### src/hw/rtl/mrcp_pkg.sv
package mrcp_pkg;

    localparam int DIGIT_BITS          = 16;
    localparam int RADIX_BITS          = 16;
    localparam int CHUNK_LEN_BITS      = 7;
    localparam int CFG_DATA_BITS       = 16;
    localparam int CFG_INDEX_BITS      = 1;
    localparam int REMAINDER_WORD_BITS = 32;
    localparam int QUOTIENT_BITS       = 16;

    localparam int DEF_REMAINDER_BITS  = 32;
    localparam int DEF_ACC_BITS        = 48;

    localparam logic [RADIX_BITS-1:0]     RADIX_RESET     = 16'd3;
    localparam logic [CHUNK_LEN_BITS-1:0] CHUNK_LEN_RESET = 7'd21;

    localparam logic [CFG_INDEX_BITS-1:0] REG_RADIX        = 1'b0;
    localparam logic [CFG_INDEX_BITS-1:0] REG_CHUNK_LENGTH = 1'b1;

    typedef struct packed {
        logic [DIGIT_BITS-1:0] digit;
        logic                  last_digit;
    } mrcp_item_t;

    typedef struct packed {
        logic [RADIX_BITS-1:0]     radix;
        logic [CHUNK_LEN_BITS-1:0] chunk_length;
    } mrcp_cfg_t;

    typedef struct packed {
        logic [REMAINDER_WORD_BITS-1:0] remainder_word;
        logic [QUOTIENT_BITS-1:0]       quotient;
        logic                           all_quotients_zero;
        logic                           final_chunk;
        logic                           overflow;
    } mrcp_result_t;

endpackage

### src/hw/rtl/mrcp_if.sv
interface mrcp_digit_if;
    import mrcp_pkg::*;

    logic                  valid;
    logic                  ready;
    logic [DIGIT_BITS-1:0] digit;
    logic                  last_digit;

    modport source (output valid, output digit, output last_digit, input ready);
    modport sink   (input valid, input digit, input last_digit, output ready);
endinterface

interface mrcp_chunk_if;
    import mrcp_pkg::*;

    logic                           valid;
    logic                           ready;
    logic [REMAINDER_WORD_BITS-1:0] remainder_word;
    logic [QUOTIENT_BITS-1:0]       quotient;
    logic                           all_quotients_zero;
    logic                           final_chunk;
    logic                           overflow;

    modport source (output valid, output remainder_word, output quotient,
                    output all_quotients_zero, output final_chunk, output overflow,
                    input ready);
    modport sink   (input valid, input remainder_word, input quotient,
                    input all_quotients_zero, input final_chunk, input overflow,
                    output ready);
endinterface

### src/hw/rtl/mrcp_input_stage.sv
module mrcp_input_stage (
    input  logic                clk,
    input  logic                rst_n,
    mrcp_digit_if.sink          digits,
    input  logic                advance,
    output logic                item_valid_reg,
    output mrcp_pkg::mrcp_item_t item_reg
);
    import mrcp_pkg::*;

    logic accept;
    logic item_valid_next;

    assign digits.ready = !item_valid_reg || advance;
    assign accept       = digits.valid && digits.ready;

    always_comb
    begin
        if (accept)
        begin
            item_valid_next = 1'b1;
        end
        else if (advance)
        begin
            item_valid_next = 1'b0;
        end
        else
        begin
            item_valid_next = item_valid_reg;
        end
    end

    always_ff @(posedge clk or negedge rst_n)
    begin
        if (!rst_n)
        begin
            item_valid_reg <= 1'b0;
        end
        else
        begin
            item_valid_reg <= item_valid_next;
        end
    end

    always_ff @(posedge clk)
    begin
        if (accept)
        begin
            item_reg.digit      <= digits.digit;
            item_reg.last_digit <= digits.last_digit;
        end
    end

endmodule

### src/hw/rtl/mrcp_chunk_unit.sv
module mrcp_chunk_unit #(
    parameter int REMAINDER_BITS = mrcp_pkg::DEF_REMAINDER_BITS,
    parameter int ACC_BITS       = mrcp_pkg::DEF_ACC_BITS
) (
    input  logic                  clk,
    input  logic                  rst_n,
    input  mrcp_pkg::mrcp_cfg_t   cfg,
    input  logic                  item_valid,
    input  mrcp_pkg::mrcp_item_t  item,
    output logic                  advance,
    input  logic                  result_ready,
    output logic                  result_valid_reg,
    output mrcp_pkg::mrcp_result_t result_reg
);
    import mrcp_pkg::*;

    localparam int PROD_BITS = ACC_BITS + RADIX_BITS;
    localparam int SUM_BITS  = PROD_BITS + 1;
    localparam int WIDE_BITS = ACC_BITS + REMAINDER_BITS;
    localparam int REM_EXT   = REMAINDER_BITS + REMAINDER_WORD_BITS;

    logic [ACC_BITS-1:0]       acc_reg;
    logic [CHUNK_LEN_BITS-1:0] count_reg;
    logic                      seen_nz_reg;
    logic                      ovf_seen_reg;
    logic                      result_valid_next;

    logic                      fire;
    logic [PROD_BITS-1:0]      prod;
    logic [SUM_BITS-1:0]       sum;
    logic                      ovf;
    logic [ACC_BITS-1:0]       acc_new;
    logic [CHUNK_LEN_BITS-1:0] count_new;
    logic                      close;
    logic                      ovf_seen_new;
    logic [WIDE_BITS-1:0]      acc_wide;
    logic [ACC_BITS-1:0]       quo_wide;
    logic [REM_EXT-1:0]        rem_ext;
    logic                      quo_nz;
    logic                      nz;
    mrcp_result_t              result_new;

    assign advance = !result_valid_reg || result_ready;
    assign fire    = item_valid && advance;

    // Horner step: the carry out of the ACC_BITS window marks saturation.
    always_comb
    begin
        prod         = PROD_BITS'(acc_reg) * PROD_BITS'(cfg.radix);
        sum          = SUM_BITS'(prod) + SUM_BITS'(item.digit);
        ovf          = |sum[SUM_BITS-1:ACC_BITS];
        acc_new      = ovf ? {ACC_BITS{1'b1}} : sum[ACC_BITS-1:0];
        count_new    = count_reg + CHUNK_LEN_BITS'(1);
        close        = item.last_digit || (count_new >= cfg.chunk_length);
        ovf_seen_new = ovf_seen_reg || ovf;

        acc_wide = {{REMAINDER_BITS{1'b0}}, acc_new};
        quo_wide = acc_wide[WIDE_BITS-1:REMAINDER_BITS];
        rem_ext  = {{REMAINDER_WORD_BITS{1'b0}}, acc_wide[REMAINDER_BITS-1:0]};
        quo_nz   = |quo_wide;
        nz       = seen_nz_reg || quo_nz;

        result_new.remainder_word = (rem_ext > REM_EXT'({REMAINDER_WORD_BITS{1'b1}}))
                                    ? {REMAINDER_WORD_BITS{1'b1}}
                                    : rem_ext[REMAINDER_WORD_BITS-1:0];
        result_new.quotient       = (quo_wide > ACC_BITS'({QUOTIENT_BITS{1'b1}}))
                                    ? {QUOTIENT_BITS{1'b1}}
                                    : quo_wide[QUOTIENT_BITS-1:0];
        result_new.all_quotients_zero = item.last_digit && !nz;
        result_new.final_chunk        = item.last_digit;
        result_new.overflow           = ovf_seen_new;
    end

    always_comb
    begin
        if (fire && close)
        begin
            result_valid_next = 1'b1;
        end
        else if (result_ready)
        begin
            result_valid_next = 1'b0;
        end
        else
        begin
            result_valid_next = result_valid_reg;
        end
    end

    always_ff @(posedge clk or negedge rst_n)
    begin
        if (!rst_n)
        begin
            acc_reg          <= '0;
            count_reg        <= '0;
            seen_nz_reg      <= 1'b0;
            ovf_seen_reg     <= 1'b0;
            result_valid_reg <= 1'b0;
        end
        else
        begin
            result_valid_reg <= result_valid_next;
            if (fire)
            begin
                if (close)
                begin
                    acc_reg      <= '0;
                    count_reg    <= '0;
                    ovf_seen_reg <= 1'b0;
                    seen_nz_reg  <= item.last_digit ? 1'b0 : nz;
                end
                else
                begin
                    acc_reg      <= acc_new;
                    count_reg    <= count_new;
                    ovf_seen_reg <= ovf_seen_new;
                end
            end
        end
    end

    always_ff @(posedge clk)
    begin
        if (fire && close)
        begin
            result_reg <= result_new;
        end
    end

endmodule

### src/hw/rtl/mixed_radix_chunk_packer_top.sv
// Mixed-radix chunk packer: digits enter one per cycle, most significant first, and are
// folded into a saturating ACC_BITS accumulator by acc * radix + digit; a chunk closes
// after chunk_length digits or on a digit marked last_digit, and one result word pair
// (low REMAINDER_BITS as remainder_word, the rest as quotient) is presented on chunks
// from result_reg once the closing digit has passed the input stage register and been folded.
// The block sustains one digit per clock; that figure is set by the accumulator feedback
// loop, one ACC_BITS by 16 multiply and add per cycle. A result held by a stalled sink
// stops the pipeline until it is taken. Write radix and chunk_length only while no
// digits are in flight.
module mixed_radix_chunk_packer_top #(
    parameter int REMAINDER_BITS = mrcp_pkg::DEF_REMAINDER_BITS,
    parameter int ACC_BITS       = mrcp_pkg::DEF_ACC_BITS
) (
    input  logic                                clk,
    input  logic                                rst_n,
    input  logic                                cfg_we,
    input  logic [mrcp_pkg::CFG_INDEX_BITS-1:0] cfg_index,
    input  logic [mrcp_pkg::CFG_DATA_BITS-1:0]  cfg_data,
    mrcp_digit_if.sink                          digits,
    mrcp_chunk_if.source                        chunks
);
    import mrcp_pkg::*;

    logic [RADIX_BITS-1:0]     radix_reg;
    logic [CHUNK_LEN_BITS-1:0] chunk_length_reg;
    mrcp_cfg_t                 cfg;
    logic                      advance;
    logic                      item_valid;
    mrcp_item_t                item;
    logic                      result_valid;
    mrcp_result_t              result;

    always_ff @(posedge clk or negedge rst_n)
    begin
        if (!rst_n)
        begin
            radix_reg        <= RADIX_RESET;
            chunk_length_reg <= CHUNK_LEN_RESET;
        end
        else if (cfg_we)
        begin
            case (cfg_index)
                REG_RADIX:        radix_reg        <= cfg_data[RADIX_BITS-1:0];
                REG_CHUNK_LENGTH: chunk_length_reg <= cfg_data[CHUNK_LEN_BITS-1:0];
                default:          ;
            endcase
        end
    end

    assign cfg.radix        = radix_reg;
    assign cfg.chunk_length = chunk_length_reg;

    mrcp_input_stage u_input_stage (
        .clk            (clk),
        .rst_n          (rst_n),
        .digits         (digits),
        .advance        (advance),
        .item_valid_reg (item_valid),
        .item_reg       (item)
    );

    mrcp_chunk_unit #(
        .REMAINDER_BITS (REMAINDER_BITS),
        .ACC_BITS       (ACC_BITS)
    ) u_chunk_unit (
        .clk              (clk),
        .rst_n            (rst_n),
        .cfg              (cfg),
        .item_valid       (item_valid),
        .item             (item),
        .advance          (advance),
        .result_ready     (chunks.ready),
        .result_valid_reg (result_valid),
        .result_reg       (result)
    );

    assign chunks.valid              = result_valid;
    assign chunks.remainder_word     = result.remainder_word;
    assign chunks.quotient           = result.quotient;
    assign chunks.all_quotients_zero = result.all_quotients_zero;
    assign chunks.final_chunk        = result.final_chunk;
    assign chunks.overflow           = result.overflow;

endmodule

### src/flat_wrapper.sv
// flat-port wrapper written by rule: the top's interface ports become plain ports
module mixed_radix_chunk_packer_top_flat import mrcp_pkg::*;
#(
    parameter int REMAINDER_BITS = mrcp_pkg::DEF_REMAINDER_BITS,
    parameter int ACC_BITS       = mrcp_pkg::DEF_ACC_BITS
)
  (clk, rst_n, cfg_we, cfg_index, cfg_data, digits_valid, digits_digit, digits_last_digit, digits_ready, chunks_valid, chunks_remainder_word, chunks_quotient, chunks_all_quotients_zero, chunks_final_chunk, chunks_overflow, chunks_ready);
  mrcp_digit_if digits_i ();
  mrcp_chunk_if chunks_i ();
  input  logic clk;
  input  logic rst_n;
  input  logic cfg_we;
  input  logic [mrcp_pkg::CFG_INDEX_BITS-1:0] cfg_index;
  input  logic [mrcp_pkg::CFG_DATA_BITS-1:0] cfg_data;
  input wire logic [$bits(digits_i.valid)-1:0] digits_valid;
  input wire logic [$bits(digits_i.digit)-1:0] digits_digit;
  input wire logic [$bits(digits_i.last_digit)-1:0] digits_last_digit;
  output wire logic [$bits(digits_i.ready)-1:0] digits_ready;
  output wire logic [$bits(chunks_i.valid)-1:0] chunks_valid;
  output wire logic [$bits(chunks_i.remainder_word)-1:0] chunks_remainder_word;
  output wire logic [$bits(chunks_i.quotient)-1:0] chunks_quotient;
  output wire logic [$bits(chunks_i.all_quotients_zero)-1:0] chunks_all_quotients_zero;
  output wire logic [$bits(chunks_i.final_chunk)-1:0] chunks_final_chunk;
  output wire logic [$bits(chunks_i.overflow)-1:0] chunks_overflow;
  input wire logic [$bits(chunks_i.ready)-1:0] chunks_ready;
  assign digits_i.valid = digits_valid;
  assign digits_i.digit = digits_digit;
  assign digits_i.last_digit = digits_last_digit;
  assign digits_ready = digits_i.ready;
  assign chunks_valid = chunks_i.valid;
  assign chunks_remainder_word = chunks_i.remainder_word;
  assign chunks_quotient = chunks_i.quotient;
  assign chunks_all_quotients_zero = chunks_i.all_quotients_zero;
  assign chunks_final_chunk = chunks_i.final_chunk;
  assign chunks_overflow = chunks_i.overflow;
  assign chunks_i.ready = chunks_ready;
  mixed_radix_chunk_packer_top #(.REMAINDER_BITS(REMAINDER_BITS), .ACC_BITS(ACC_BITS)) u_core (.clk(clk), .rst_n(rst_n), .cfg_we(cfg_we), .cfg_index(cfg_index), .cfg_data(cfg_data), .digits(digits_i), .chunks(chunks_i));
endmodule
### config.mk
export PLATFORM = sky130hd
export DESIGN_NAME = mixed_radix_chunk_packer_top_flat
export DESIGN_NICKNAME = d
export VERILOG_FILES = /design/src/hw/rtl/mrcp_pkg.sv /design/src/hw/rtl/mrcp_if.sv /design/src/hw/rtl/mrcp_input_stage.sv /design/src/hw/rtl/mrcp_chunk_unit.sv /design/src/hw/rtl/mixed_radix_chunk_packer_top.sv /design/src/flat_wrapper.sv
export SDC_FILE = /design/constraint.sdc
export NUM_CORES = 2
export LEC_CHECK = 0
export BUFFER_PORTS_ARGS = -buffer_cell sky130_fd_sc_hd__clkbuf_2
export CORE_MARGIN = 2
export CORE_UTILIZATION = 55
export DETAILED_ROUTE_END_ITERATION = 16
export PLACE_DENSITY = 0.72
export REMOVE_ABC_BUFFERS = 1
export SLEW_MARGIN = 20
export SYNTH_ARGS = -nofsm -noshare
export SYNTH_HDL_FRONTEND = slang
export SYNTH_SLANG_ARGS = --single-unit
### constraint.sdc
create_clock -name clk -period 14.4 [get_ports clk]
set_clock_uncertainty 0.2 [all_clocks]
set_input_delay 1.44 -clock clk [delete_from_list [all_inputs] [get_ports clk]]
set_output_delay 1.44 -clock clk [all_outputs]
set_load 0.01 [all_outputs]
==> reports/qor.csv <==
stage,metric,value,unit
outcome,status,"complete, no violations",
yosys,Post-Syn Instances,3642,
place,PortBufs,91,
worst_setup_path,CP Class,flop to flop,
yosys,"Async S/R FF share, synth",54.7,%
yosys,Synth top area share,40.7,%
sta,Worst-Margin Slew,1.02,ns
routing,DRT Pass-1 Iters,6,
global_routing,Total GRT Usage,30.2,%
sta,headroom to the max-slew limit,32.2,%
yosys,Synth area leader,fa_1,
yosys,xor/xnor cell area share of the yosys netlist,1.33,%
routing,vias per cell,5.64,
yosys,Synth Area in Simple Gates,17.7,%
sta,count of final setup violators,0,
worst_setup_path,reg2reg start,u_core.radix_reg[8],
sta,"Slew Viols, Final",0,
yosys,post-synthesis sequential area ratio,12.7,%
clock_network,Max Buffers Root-to-Sink,2,
global_routing,initial antenna violation count,3,
sta,Tmin final,9.23,ns
global_routing,global-route wire length before repair,142000,um
global_routing,vias in the first global route,26600,
yosys,largest family of logic cells by synthesized area,adder cells,
routing,Residual DRC,0,
yosys,mean post-synth cell area,8.89,um^2
cells_and_area,# nets final,4469,
yosys,"Warnings, synthesis",0,
routing,Final ANT Viol Nets,0,
place,pre-CTS WS,5.31,ns
cells_and_area,share of post-route cells with drive strength above 1,6.33,%
yosys,post-synthesis mux area share,0.893,%
worst_setup_path,crit path capture,u_core.u_chunk_unit.acc_reg[26],
worst_setup_path,RR Endpoint,u_core.u_chunk_unit.acc_reg[26],
sta,unrepaired setup endpoints after global routing,false,
worst_setup_path,start point of the critical path,u_core.radix_reg[8],
place,DP HPWL,67800,um
floorplan,Die Ht,247,um
clock_network,clock tree root driver cell,clkbuf_16,
clock_network,Clock Sinks,150,
floorplan,Die Area,0.0608,mm^2
worst_setup_path,number of cells on the critical path,24,
yosys,"flops & latches, synth",150,
cells_and_area,max FFs per register,51,
floorplan,Initial Util,55.9,%
routing,Post-Route WL,86300,um
sta,Final Cycle Share,64.1,%
clock_network,cts hold-fix bufs,0,
clock_network,Post-CTS Setup Inserts,0,
clock_network,TritonCTS clock tree,yes,
cells_and_area,Layout area overhead,4.29,%
routing,WL/cell,19.8,um
floorplan,width of the die,247,um
worst_setup_path,Worst EP arrival,9.35,ns
cells_and_area,Filler cells,5213,
worst_setup_path,R2R setup slack,5.17,ns
yosys,"Cell Area, Synth",0.0324,mm^2
floorplan,I/O Pins,92,
cells_and_area,Diodes inserted,0,
yosys,Synth cell types,80,
worst_setup_path,cell mode on critical path,fa_1,
yosys,Area contributors post-synth,"fa_1 41%, inv_1 9.8%, nand2_1 7.1%, ha_1 7.0%, and2_1 6.9%",
global_routing,largest net degree at the start of global routing,70,
worst_setup_path,kind of end point of the critical path,flop,
hold_path,Hold WC Path Type,flop to flop,
clock_network,Resized Gates After CTS,0,
sta,f_max,108,MHz
clock_network,"CTS clk-pin slew, worst paths",0.08,ns
clock_network,CTS buffer count,17,
worst_setup_path,nature of the critical path startpoint,flop,
routing,initial drt markers,1637,
floorplan,area of the core,0.0579,mm^2
yosys,"Top FF cell, synth",dfrtp_1,
worst_setup_path,crit-path cells,"buf_4, nand2_1, fa_1, inv_1, fa_1, fa_1, fa_1, fa_1, inv_1, fa_1, inv_1, ha_1, a21oi_2, o21ai_0, a22o_1, o221ai_2, a2111oi_2, nand4_1, a2111oi_0, and4bb_2, nand4_4, o31ai_4, buf_4, o211ai_1",
run,maxcap violations,0,
worst_setup_path,r2r worst-path depth,24,
sta,setup_tns,0,ns
floorplan,Std-Cell Rows,88,
worst_setup_path,Max stage delay on crit path,0.82,ns
global_routing,Overflow after GRT,0,
routing,via count,24600,
worst_setup_path,WP buf/inv,5,
sta,fin worst setup slack,5.17,ns
yosys,Post-synth EDFFs,68,
clock_network,Worst-Skew Late Latency,0.45,ns
worst_setup_path,critical path's top delay family,adder cells,
yosys,adder-cell share of the synthesized area,47.8,%
worst_setup_path,CP max stage cell,o31ai_4,
sta,endpoints failing hold,0,
clock_network,Max H-tree Level,4,
yosys,Synth Area in Compound Gates,7.23,%
place,GPL Wtd Cong,1.03,
worst_setup_path,"Max FO, Critical Path",30,
worst_setup_path,CP Data Required Time,14.51,ns
[synthesized netlist by cell type, types with 4 or more instances]
master     number
xnor2_1        25
buf_4          10
a22oi_1        20
nor3_1         14
o21a_1         10
xor2_1         24
a2111oi_0       5
a21oi_1        93
o31a_1          4
a21o_1         14
nor4_1          5
nand3_1        15
clkbuf_1      147
buf_2          30
ha_1          182
o211ai_1       50
or3_1           9
and3_1          9
inv_1         843
nand4_1        37
and4_1          6
buf_6           6
dfrtp_1        77
a211oi_1        6
o21ai_0        71
dfstp_2         5
o31ai_1         5
o21bai_1        4
nand2_1       616
o2111ai_1       5
edfxtp_1       68
mux2_2         23
a31oi_1         6
nand2b_1       19
fa_1          659
and2_1        357
a21oi_2         5
nand2_2        10
a21boi_0        5
nor2_1         72
o21ai_1         9
[placed cells by master, fill, tap and decap left out, types with 11 or more instances in the layout]
cell / count
dfrtp_1: 69
fa_1: 659
nand2_2: 11
ha_1: 182
nand2_1: 615
nand3_1: 15
edfxtp_1: 68
inv_1: 842
a21o_1: 14
clkbuf_2: 90
nor2_1: 72
clkbuf_16: 17
mux2_2: 23
a22oi_1: 20
buf_4: 32
a21oi_1: 93
nand4_1: 37
o21ai_0: 71
xor2_1: 24
xnor2_1: 25
nor3_1: 14
o211ai_1: 50
nand2b_1: 19
and2_1: 357
[area by class of cell]
type                    count  area (um^2)  area share, %
repair buffers            122          691           2.05
clock inverters            14          149          0.441
flip-flops and latches    150         4110           12.2
well taps                 765          957           2.83
inverters                 843         3160           9.37
multi-input cells        2455        24300           71.9
clock buffers              18          429           1.27
[per-layer routing]
| layer | global-route usage, % | up-vias | share of wire, % | wire [um] |
|---|---|---|---|---|
| met5 | 0 | - | 0 | 0 |
| met4 | 9.66 | 0 | 3.1 | 2660 |
| met3 | 5.03 | 174 | 7.0 | 6010 |
| met2 | 52.0 | 881 | 50 | 42900 |
| met1 | 38.8 | 12700 | 40 | 34700 |
| li1 | - | 10800 | - | - |
[cell families (layout without fill, tap and decap cells)]
family | count (synthesis) | in the layout
adders and majority gates | 841 | 841
AOI/OAI and AO/OA | 352 | 352
buffers and inverters | 1037 | 997
muxes | 26 | 26
xor gates and xnor gates | 49 | 49
and+or+nand+nor | 1187 | 1187
DFF | 150 | 150
[worst min-delay path: stages (launching register included)]
cell     delay (ns)
dfrtp_1        0.35
nand2_1        0.05
nand2_1        0.05
[stage by stage]
| step | utilization [%] | hold slack [ns] | area (um^2) | cells |
|---|---|---|---|---|
| 3_5_place_dp | 57.3 | 0.270 | 33200 | 4335 |
| 2_1_floorplan | - | 0.242 | 31500 | 3448 |
| 4_1_cts | 58.3 | 0.287 | 33800 | 4367 |
| 6_report | 58.3 | 0.286 | 33800 | 4367 |
| 3_3_place_gp | 57.3 | 0.261 | 33200 | 4335 |
| 5_1_grt | 58.3 | 0.302 | 33800 | 4367 |
[how the worst min path moves through the flow]
stage / startpoint / endpoint / slack (ns) / cells after the start
global route: u_core.u_chunk_unit.ovf_seen_reg / u_core.u_chunk_unit.ovf_seen_reg / 0.30 / 2
detailed placement: u_core.u_chunk_unit.ovf_seen_reg / u_core.u_chunk_unit.ovf_seen_reg / 0.27 / 2
CTS: u_core.u_chunk_unit.ovf_seen_reg / u_core.u_chunk_unit.ovf_seen_reg / 0.29 / 2
finish: u_core.u_chunk_unit.ovf_seen_reg / u_core.u_chunk_unit.ovf_seen_reg / 0.29 / 2
global placement: u_core.u_chunk_unit.ovf_seen_reg / u_core.u_chunk_unit.ovf_seen_reg / 0.26 / 2
floorplan: u_core.u_chunk_unit.ovf_seen_reg / u_core.u_chunk_unit.ovf_seen_reg / 0.24 / 2
Power is left out: the tool's default activity adds up to more than one toggle a clock period on the data nets, which glitch-free logic cannot reach.
